$ cat config.mk
export PLATFORM = sky130hd
export DESIGN_NAME = rain_gauge_window_rate
export DESIGN_NICKNAME = d
export VERILOG_FILES = /design/src/design/rgwr_pkg.sv /design/src/design/rain_gauge_window_rate.sv /design/src/design/rgwr_ram.sv
export VERILOG_INCLUDE_DIRS = /design/src /design/src/design
export SDC_FILE = /design/constraint.sdc
export NUM_CORES = 2
export LEC_CHECK = 0
export BUFFER_PORTS_ARGS = -buffer_cell sky130_fd_sc_hd__buf_2
export CAP_MARGIN = 20
export CORE_MARGIN = 2
export CORE_UTILIZATION = 25
export DETAILED_ROUTE_END_ITERATION = 8
export GPL_TIMING_DRIVEN = 0
export PLACE_DENSITY = 0.41
export SETUP_SLACK_MARGIN = 0.1
export SYNTH_ARGS = -nofsm -noshare
export SYNTH_HDL_FRONTEND = slang
export SYNTH_SLANG_ARGS = --single-unit
$ cat constraint.sdc
create_clock -name aclk -period 17.8 [get_ports aclk]
set_input_delay 1.78 -clock aclk [delete_from_list [all_inputs] [get_ports aclk]]
set_output_delay 1.78 -clock aclk [all_outputs]
set_load 0.02 [all_outputs]
$ cat src/design/rain_gauge_window_rate_assert.svh
// assertion macros for the rain gauge window rate block
// no dependencies; included by the top level only
`ifndef RAIN_GAUGE_WINDOW_RATE_ASSERT_SVH
`define RAIN_GAUGE_WINDOW_RATE_ASSERT_SVH

// same-cycle implication, disabled while reset is low
`define RGWR_ASSERT_NOW(label, clk, rstn, ante, cons) \
    label: assert property (@(posedge clk) disable iff (!rstn) (ante) |-> (cons)) \
        else $error("rgwr assertion failed");

// next-cycle implication, disabled while reset is low
`define RGWR_ASSERT_NEXT(label, clk, rstn, ante, cons) \
    label: assert property (@(posedge clk) disable iff (!rstn) (ante) |=> (cons)) \
        else $error("rgwr assertion failed");

`endif

$ cat src/design/rgwr_pkg.sv
// shared types and constants for the rain gauge window rate block
// no dependencies
package rgwr_pkg;

    localparam int unsigned NOW_W      = 32;
    localparam int unsigned WINDOW_W   = 27;
    localparam int unsigned DEBOUNCE_W = 10;
    localparam int unsigned STEP_W     = 16;
    localparam int unsigned TIPCNT_W   = 7;
    localparam int unsigned RATE_W     = 22;
    localparam int unsigned CFG_IDX_W  = 2;
    localparam int unsigned CFG_DATA_W = 27;

    localparam logic [RATE_W-1:0] RATE_MAX = {RATE_W{1'b1}};

    // configuration register indexes
    localparam logic [CFG_IDX_W-1:0] REG_WINDOW   = 2'd0;
    localparam logic [CFG_IDX_W-1:0] REG_DEBOUNCE = 2'd1;
    localparam logic [CFG_IDX_W-1:0] REG_STEP     = 2'd2;

    // register reset values
    localparam logic [WINDOW_W-1:0]   WINDOW_RST   = 27'd3600000;
    localparam logic [DEBOUNCE_W-1:0] DEBOUNCE_RST = 10'd10;
    localparam logic [STEP_W-1:0]     STEP_RST     = 16'd279;

    // item kinds
    localparam logic KIND_TICK = 1'b0;
    localparam logic KIND_TIP  = 1'b1;

    typedef struct packed {
        logic             kind;
        logic [NOW_W-1:0] now_ms;
    } in_item_t;

    typedef struct packed {
        logic [TIPCNT_W-1:0] tip_count;
        logic [RATE_W-1:0]   rain_rate;
        logic [NOW_W-1:0]    last_tip_ms;
        logic                tip_accepted;
        logic                tip_dropped;
    } out_item_t;

endpackage

$ cat src/design/rain_gauge_window_rate.sv
// rain gauge with debounced tip ring and sliding-window rain rate
// depends on rgwr_pkg, rgwr_ram and rain_gauge_window_rate_assert.svh
//
// channel   dir  handshake          payload
// s_        in   s_valid/s_ready    in_item_t  {kind, now_ms}
// m_        out  m_valid/m_ready    out_item_t {tip_count, rain_rate, last_tip_ms, flags}
// cfg_      in   cfg_wr_en          cfg_index, cfg_wdata (no read-back)
//
// a tip item passes from accept to result through the check, multiply and output steps
// a tick item compares stored times one at a time: each tip that has expired,
// plus the first tip kept when the ring does not empty
// each compare waits on the registered read of the timestamp ram, which sets the pace
// one subtract-and-compare unit serves both the debounce and the expiry check
// aresetn is synchronous; it empties the ring and loads register defaults
// a result held on m_ stalls only the final load; the next item is taken while it waits, but not while a load stalls
`include "rain_gauge_window_rate_assert.svh"

module rain_gauge_window_rate
    import rgwr_pkg::*;
#(
    parameter int unsigned RING_DEPTH = 64
) (
    input  logic                 aclk,
    input  logic                 aresetn,
    // input items
    input  logic                 s_valid,
    output logic                 s_ready,
    input  in_item_t             s_data,
    // result items
    output logic                 m_valid,
    input  logic                 m_ready,
    output out_item_t            m_data,
    // configuration
    input  logic                 cfg_wr_en,
    input  logic [CFG_IDX_W-1:0] cfg_index,
    input  logic [CFG_DATA_W-1:0] cfg_wdata
);

    localparam int unsigned IDX_W  = $clog2(RING_DEPTH);
    localparam int unsigned CNT_W  = $clog2(RING_DEPTH + 1);
    localparam int unsigned PROD_W = CNT_W + STEP_W;
    localparam int unsigned EXT_W  = (PROD_W > RATE_W) ? PROD_W : RATE_W;

    typedef enum logic [2:0] {
        S_IDLE,
        S_TICK_WAIT,
        S_TICK_CMP,
        S_TIP,
        S_MUL,
        S_OUT
    } state_t;

    // sequencer and ring state
    state_t               state_reg, state_next;
    logic [IDX_W-1:0]     rd_idx_reg, rd_idx_next;
    logic [IDX_W-1:0]     wr_idx_reg, wr_idx_next;
    logic [CNT_W-1:0]     count_reg, count_next;
    logic [NOW_W-1:0]     last_reg, last_next;

    // current item
    logic [NOW_W-1:0]     now_reg, now_next;
    logic                 acc_reg, acc_next;
    logic                 drop_reg, drop_next;
    logic [PROD_W-1:0]    prod_reg, prod_next;

    // config registers
    logic [WINDOW_W-1:0]   window_reg, window_next;
    logic [DEBOUNCE_W-1:0] debounce_reg, debounce_next;
    logic [STEP_W-1:0]     step_reg, step_next;

    // result register
    logic                 m_valid_reg, m_valid_next;
    out_item_t            m_data_reg, m_data_next;

    // ram
    logic                 ram_we;
    logic [NOW_W-1:0]     ram_rdata;

    // shared subtract and compare unit
    logic [NOW_W-1:0]     cmp_ref;
    logic [NOW_W-1:0]     cmp_limit;
    logic [NOW_W-1:0]     cmp_age;
    logic                 cmp_gt;

    logic                 full;
    logic                 tip_pass;
    logic [EXT_W-1:0]     prod_ext;
    logic [RATE_W-1:0]    rate_sat;

    rgwr_ram #(
        .WIDTH (NOW_W),
        .DEPTH (RING_DEPTH)
    ) u_ring (
        .aclk  (aclk),
        .we    (ram_we),
        .waddr (wr_idx_reg),
        .wdata (now_reg),
        .raddr (rd_idx_reg),
        .rdata (ram_rdata)
    );

    // expiry compares the oldest stored time against the window,
    // debounce compares the newest time against the debounce gap
    always_comb begin
        if (state_reg == S_TICK_CMP) begin
            cmp_ref   = ram_rdata;
            cmp_limit = NOW_W'(window_reg);
        end else begin
            cmp_ref   = last_reg;
            cmp_limit = NOW_W'(debounce_reg);
        end
        cmp_age = now_reg - cmp_ref;
        cmp_gt  = cmp_age > cmp_limit;
    end

    assign full     = count_reg >= CNT_W'(RING_DEPTH);
    assign tip_pass = (count_reg == '0) || cmp_gt;
    assign ram_we   = (state_reg == S_TIP) && tip_pass && !full;

    // rate saturation for deep rings
    assign prod_ext = EXT_W'(prod_reg);
    assign rate_sat = (prod_ext > EXT_W'(RATE_MAX)) ? RATE_MAX : prod_ext[RATE_W-1:0];

    always_comb begin
        state_next    = state_reg;
        rd_idx_next   = rd_idx_reg;
        wr_idx_next   = wr_idx_reg;
        count_next    = count_reg;
        last_next     = last_reg;
        now_next      = now_reg;
        acc_next      = acc_reg;
        drop_next     = drop_reg;
        prod_next     = prod_reg;
        window_next   = window_reg;
        debounce_next = debounce_reg;
        step_next     = step_reg;
        m_valid_next  = m_valid_reg;
        m_data_next   = m_data_reg;

        // result taken downstream
        if (m_valid_reg && m_ready) begin
            m_valid_next = 1'b0;
        end

        // config writes, unknown index ignored
        if (cfg_wr_en) begin
            unique case (cfg_index)
                REG_WINDOW:   window_next   = cfg_wdata[WINDOW_W-1:0];
                REG_DEBOUNCE: debounce_next = cfg_wdata[DEBOUNCE_W-1:0];
                REG_STEP:     step_next     = cfg_wdata[STEP_W-1:0];
                default: ;
            endcase
        end

        unique case (state_reg)
            S_IDLE: begin
                if (s_valid) begin
                    now_next  = s_data.now_ms;
                    acc_next  = 1'b0;
                    drop_next = 1'b0;
                    if (s_data.kind == KIND_TIP) begin
                        state_next = S_TIP;
                    end else if (count_reg != '0) begin
                        state_next = S_TICK_WAIT;
                    end else begin
                        state_next = S_MUL;
                    end
                end
            end
            S_TICK_WAIT: begin
                // ram read of the oldest entry lands this edge
                state_next = S_TICK_CMP;
            end
            S_TICK_CMP: begin
                if (cmp_gt) begin
                    rd_idx_next = (rd_idx_reg == IDX_W'(RING_DEPTH - 1)) ? '0
                                                                         : rd_idx_reg + 1'b1;
                    count_next  = count_reg - 1'b1;
                    state_next  = (count_reg == CNT_W'(1)) ? S_MUL : S_TICK_WAIT;
                end else begin
                    state_next = S_MUL;
                end
            end
            S_TIP: begin
                if (tip_pass) begin
                    if (full) begin
                        drop_next = 1'b1;
                    end else begin
                        wr_idx_next = (wr_idx_reg == IDX_W'(RING_DEPTH - 1)) ? '0
                                                                             : wr_idx_reg + 1'b1;
                        count_next  = count_reg + 1'b1;
                        last_next   = now_reg;
                        acc_next    = 1'b1;
                    end
                end
                state_next = S_MUL;
            end
            S_MUL: begin
                prod_next  = PROD_W'(count_reg) * PROD_W'(step_reg);
                state_next = S_OUT;
            end
            S_OUT: begin
                // load only once the previous result has left
                if (!m_valid_reg || m_ready) begin
                    m_valid_next             = 1'b1;
                    m_data_next.tip_count    = TIPCNT_W'(count_reg);
                    m_data_next.rain_rate    = rate_sat;
                    m_data_next.last_tip_ms  = (count_reg == '0) ? '0 : last_reg;
                    m_data_next.tip_accepted = acc_reg;
                    m_data_next.tip_dropped  = drop_reg;
                    state_next               = S_IDLE;
                end
            end
            default: state_next = S_IDLE;
        endcase
    end

    always_ff @(posedge aclk) begin
        if (!aresetn) begin
            state_reg    <= S_IDLE;
            rd_idx_reg   <= '0;
            wr_idx_reg   <= '0;
            count_reg    <= '0;
            window_reg   <= WINDOW_RST;
            debounce_reg <= DEBOUNCE_RST;
            step_reg     <= STEP_RST;
            m_valid_reg  <= 1'b0;
        end else begin
            state_reg    <= state_next;
            rd_idx_reg   <= rd_idx_next;
            wr_idx_reg   <= wr_idx_next;
            count_reg    <= count_next;
            window_reg   <= window_next;
            debounce_reg <= debounce_next;
            step_reg     <= step_next;
            m_valid_reg  <= m_valid_next;
        end
        // payload, no reset needed
        last_reg   <= last_next;
        now_reg    <= now_next;
        acc_reg    <= acc_next;
        drop_reg   <= drop_next;
        prod_reg   <= prod_next;
        m_data_reg <= m_data_next;
    end

    assign s_ready = (state_reg == S_IDLE);
    assign m_valid = m_valid_reg;
    assign m_data  = m_data_reg;

    // ring never holds more than its depth
    `RGWR_ASSERT_NOW(a_count_max, aclk, aresetn, 1'b1, count_reg <= CNT_W'(RING_DEPTH))
    // a result never carries both flags
    `RGWR_ASSERT_NOW(a_flags_excl, aclk, aresetn, m_valid_reg, !(m_data_reg.tip_accepted && m_data_reg.tip_dropped))
    // a new result only appears after the output step
    `RGWR_ASSERT_NOW(a_rise_from_out, aclk, aresetn, $rose(m_valid_reg), $past(state_reg == S_OUT))
    // a tick never grows the ring
    `RGWR_ASSERT_NEXT(a_tick_no_grow, aclk, aresetn, state_reg == S_TICK_CMP, count_reg <= $past(count_reg))

endmodule

$ cat src/design/rgwr_ram.sv
// generic single-port-write, single-port-read ram with registered read
// no dependencies
module rgwr_ram #(
    parameter int unsigned WIDTH = 32,
    parameter int unsigned DEPTH = 64
) (
    input  logic                     aclk,
    input  logic                     we,
    input  logic [$clog2(DEPTH)-1:0] waddr,
    input  logic [WIDTH-1:0]         wdata,
    input  logic [$clog2(DEPTH)-1:0] raddr,
    output logic [WIDTH-1:0]         rdata
);

    logic [WIDTH-1:0] mem [DEPTH];

    always_ff @(posedge aclk) begin
        if (we) begin
            mem[waddr] <= wdata;
        end
        rdata <= mem[raddr];
    end

endmodule
==> flow_summary.toml <==
[routing]
drtAntennaViolNets = 1
drt-total-wl_mm = 292
vias = 47300
post_drt_wl_per_cell_um = 28.0
drtIter0Drc = 4831
vias_per_cell = 4.54
drc = 0
dr.pass1.iters = 7

[critical_path]
cpMaxStageDelayCell = "buf_1"
cp_max_fo = 10
crit_path_end_kind = "register"
r2r_start = "state_reg[1]"
start_kind = "register"
crit_path_max_incr_delay_ns = 0.72
path_class = "register to register"
critical_path_required_ns = 18.44
reg2reg_depth = 31
crit_top_cell = "buf_4"
rr_endpoint = "u_ring.mem[40][16]"
setup.reg_to_reg.worst_slack_ns = 8.04
cp.arrival_ns = 10.40

[floorplan]
rows = 223
die_x_um = 613
start_util = 0.251
design.core.area_mm2 = 0.369
io_pins = 132
dieHeight_um = 613
dieArea_mm2 = 0.375

[synthesis]
ys_types = 69
ys_warn_count = 0
ys_seq_elements = 2308
synth_edf_count = 2200
synthFlopType = "edfxtp_1"
syn_inst = 4381
synth_area_mm2 = 0.0926
syn_area_per_cell_um2 = 21.1
postSynth.asyncResetShare = 0
synth_nets = 4622
yosysSeqAreaShare = 0.737

[status]
violations = "antenna violations"
outcome = "complete, but fails checks"

[job]
drv_cap = 0

[clocking]
ctsHoldBuffers = 0
numCtsBuffers = 266
htreeDepth = 5
clk_path_buf_depth = 4
worstSkewPairLatency_ns = 0.92
clkTransAtPathRegs_ns = 0.06
cts.sinks = 2308
cts_resized = 0
root_buffer = "clkbuf_16"
post_cts_buffers = 0
cts_tree = "yes"

[final_layout]
largest_reg_flops = 2048
seqCellArea_mm2 = 0.0682
multi_input_area_mm2 = 0.0235
area_delta_synth_final_pct = 23.9
fillers = 35700
nets = 5477
final_cell_count_no_fill = 10400
drive_gt1_frac = 0.325

[timing]
maxSlewHeadroom = 0.198
finalMaxSlewViolations = 0
setup_viol = 0
holdWs_ns = 0.465
max_freq_ghz = 0.102
fin_crit_sh = 0.548
min_period_ns = 9.76
hold_viol_final = 0
finalClockSkew_ns = 0.0899
tightest_slew_ns = 1.20
setup_ws_ns = 8.04
rsz0062_at_grt = "no"
finalSetupTns_ns = 0

[grt]
antenna_found_initial = 39
grt_max_degree = 33
grt_pass1_vias = 48600
grt_usage = 0.154
grt-ovfl-total = 0
grt_pass1_wl_mm = 403

[placement]
gp_congestion = 0.813
dp_cells = 9901
dp_worst_setup_slack_ns = 7.90
io_buffers = 131
dp_hpwl_mm = 222

[power]
p_leak_nw = 36.2
power_density_mw_per_mm2 = 135
peakVddDrop_v = 0.0000931

[worst_hold_path]
min_path_cells = 2
min_from = "window_reg[0]"
hp-class = "register to register"
min_to = "window_reg[0]"
## critical path, delay by kind of cell, from the launching register on
| family | cells | cell delay [ns] |
|---|---|---|
| adder cells (fa/ha/maj) | 3 | 0.95 |
| XOR/XNOR | 1 | 0.26 |
| buffers and inverters | 7 | 2.33 |
| AND/OR/NAND/NOR | 9 | 2.31 |
| multiplexers | 1 | 0.43 |
| AO/OA/AOI/OAI | 10 | 2.75 |
| flip-flops | 1 | 0.45 |
## Yosys cell counts, types with 4 or more instances
library cell,n,area (um^2)
xnor2_1,40,350
o211ai_1,11,82.6
fa_1,70,1400
a211oi_1,4,30.0
nor4_1,38,238
and3_1,7,43.8
nor2b_1,11,68.8
a21o_1,20,150
o21bai_1,4,30.0
a221oi_1,4,35.0
nand4_1,13,81.3
nand2b_1,17,106
mux4_2,672,15100
nand3_1,40,200
dfxtp_1,108,2160
o21ai_0,34,170
o21a_1,15,113
mux2i_1,59,591
xor2_1,8,70.1
a211o_1,4,35.0
ha_1,104,1300
nand3b_1,5,37.5
a21oi_1,87,435
a21boi_0,4,30.0
buf_1,49,184
nand2_1,243,912
clkbuf_1,163,612
nor3_1,39,195
and2_1,65,407
a31oi_1,6,37.5
or3_1,8,50.1
nor2_1,59,221
buf_2,18,90.1
edfxtp_1,2200,66100
inv_1,77,289
or2_2,25,156
## cell type report
class,count,area share
sequential,2308,0.595
multi-input combinational,1761,0.205
clock buffer,324,0.0614
timing repair buffer,587,0.0604
tap,4950,0.0540
clock inverter,150,0.0131
buffer,234,0.00812
inverter,78,0.00255
antenna,14,0.000305
## cells in the final DEF, fill, tap and decap left out, types with 15 or more instances in the layout
cell type	synthesis	routed
a21o_1	20	20
clkbuf_1	163	205
buf_12	0	15
inv_1	77	76
edfxtp_1	2200	2200
clkinv_2	0	35
or2_2	25	25
dfxtp_1	108	108
a21oi_1	87	87
mux2i_1	59	59
xnor2_1	40	40
o21a_1	15	15
nor3_2	0	27
fa_1	70	70
clkinv_1	0	58
buf_16	0	93
buf_4	1	190
nor4_2	0	31
ha_1	104	104
and2_1	65	65
buf_1	49	47
nand3_1	40	40
nand2b_1	17	17
mux4_2	672	672
clkbuf_16	0	272
buf_6	2	106
nand2_1	243	243
buf_8	0	55
buf_2	18	151
nor2_1	59	51
bufinv_16	0	22
o21ai_0	34	34
## metal layers
layer  track usage  part of all wire
met1         0.219              0.45
met2         0.243              0.46
met3        0.0254             0.057
met4        0.0417             0.027
met5             0                 0
## where the power goes
group / internal, mW / total (mW) / leakage [nW] / switching, mW
clock network: 3.16 / 5.43 / 4.15 / 2.27
logic: 1.43 / 3.43 / 11.4 / 2.01
registers: 6.43 / 6.58 / 20.7 / 0.154
total: 11.0 / 15.4 / 36.2 / 4.43
## logic make-up after synthesis
| group | after synthesis | share of synthesized area |
|---|---|---|
| xor gates and xnor gates | 48 | 0.00454 |
| and+or+nand+nor | 583 | 0.0306 |
| muxes | 734 | 0.170 |
| DFF | 2308 | 0.737 |
| adders and majority gates | 174 | 0.0292 |
| AOI/OAI and AO/OA | 222 | 0.0155 |
| buffers and inverters | 312 | 0.0131 |
## worst max path at each step
stage	from	end	slack, ns	depth (start not counted)
after floorplan	state_reg[1]	u_ring.mem[60][0]	8.51	27
final	state_reg[1]	u_ring.mem[40][16]	8.04	31
after global placement	state_reg[1]	u_ring.mem[4][0]	1.30	27
after detailed placement	state_reg[1]	u_ring.mem[46][12]	7.90	31
after CTS	state_reg[1]	u_ring.mem[46][12]	7.89	31
after global routing	state_reg[1]	u_ring.mem[38][13]	7.29	31
## through the flow
stage | power [mW] | util | instance area (um^2)
floorplan | 8.50 | - | 92600
global route | 16.1 | 0.311 | 115000
finish | 15.4 | 0.311 | 115000
detailed placement | 10.2 | 0.287 | 106000
CTS | 15.6 | 0.310 | 114000
global placement | 9.78 | 0.270 | 99400
Note: power is estimated with default switching activity, not from simulation.
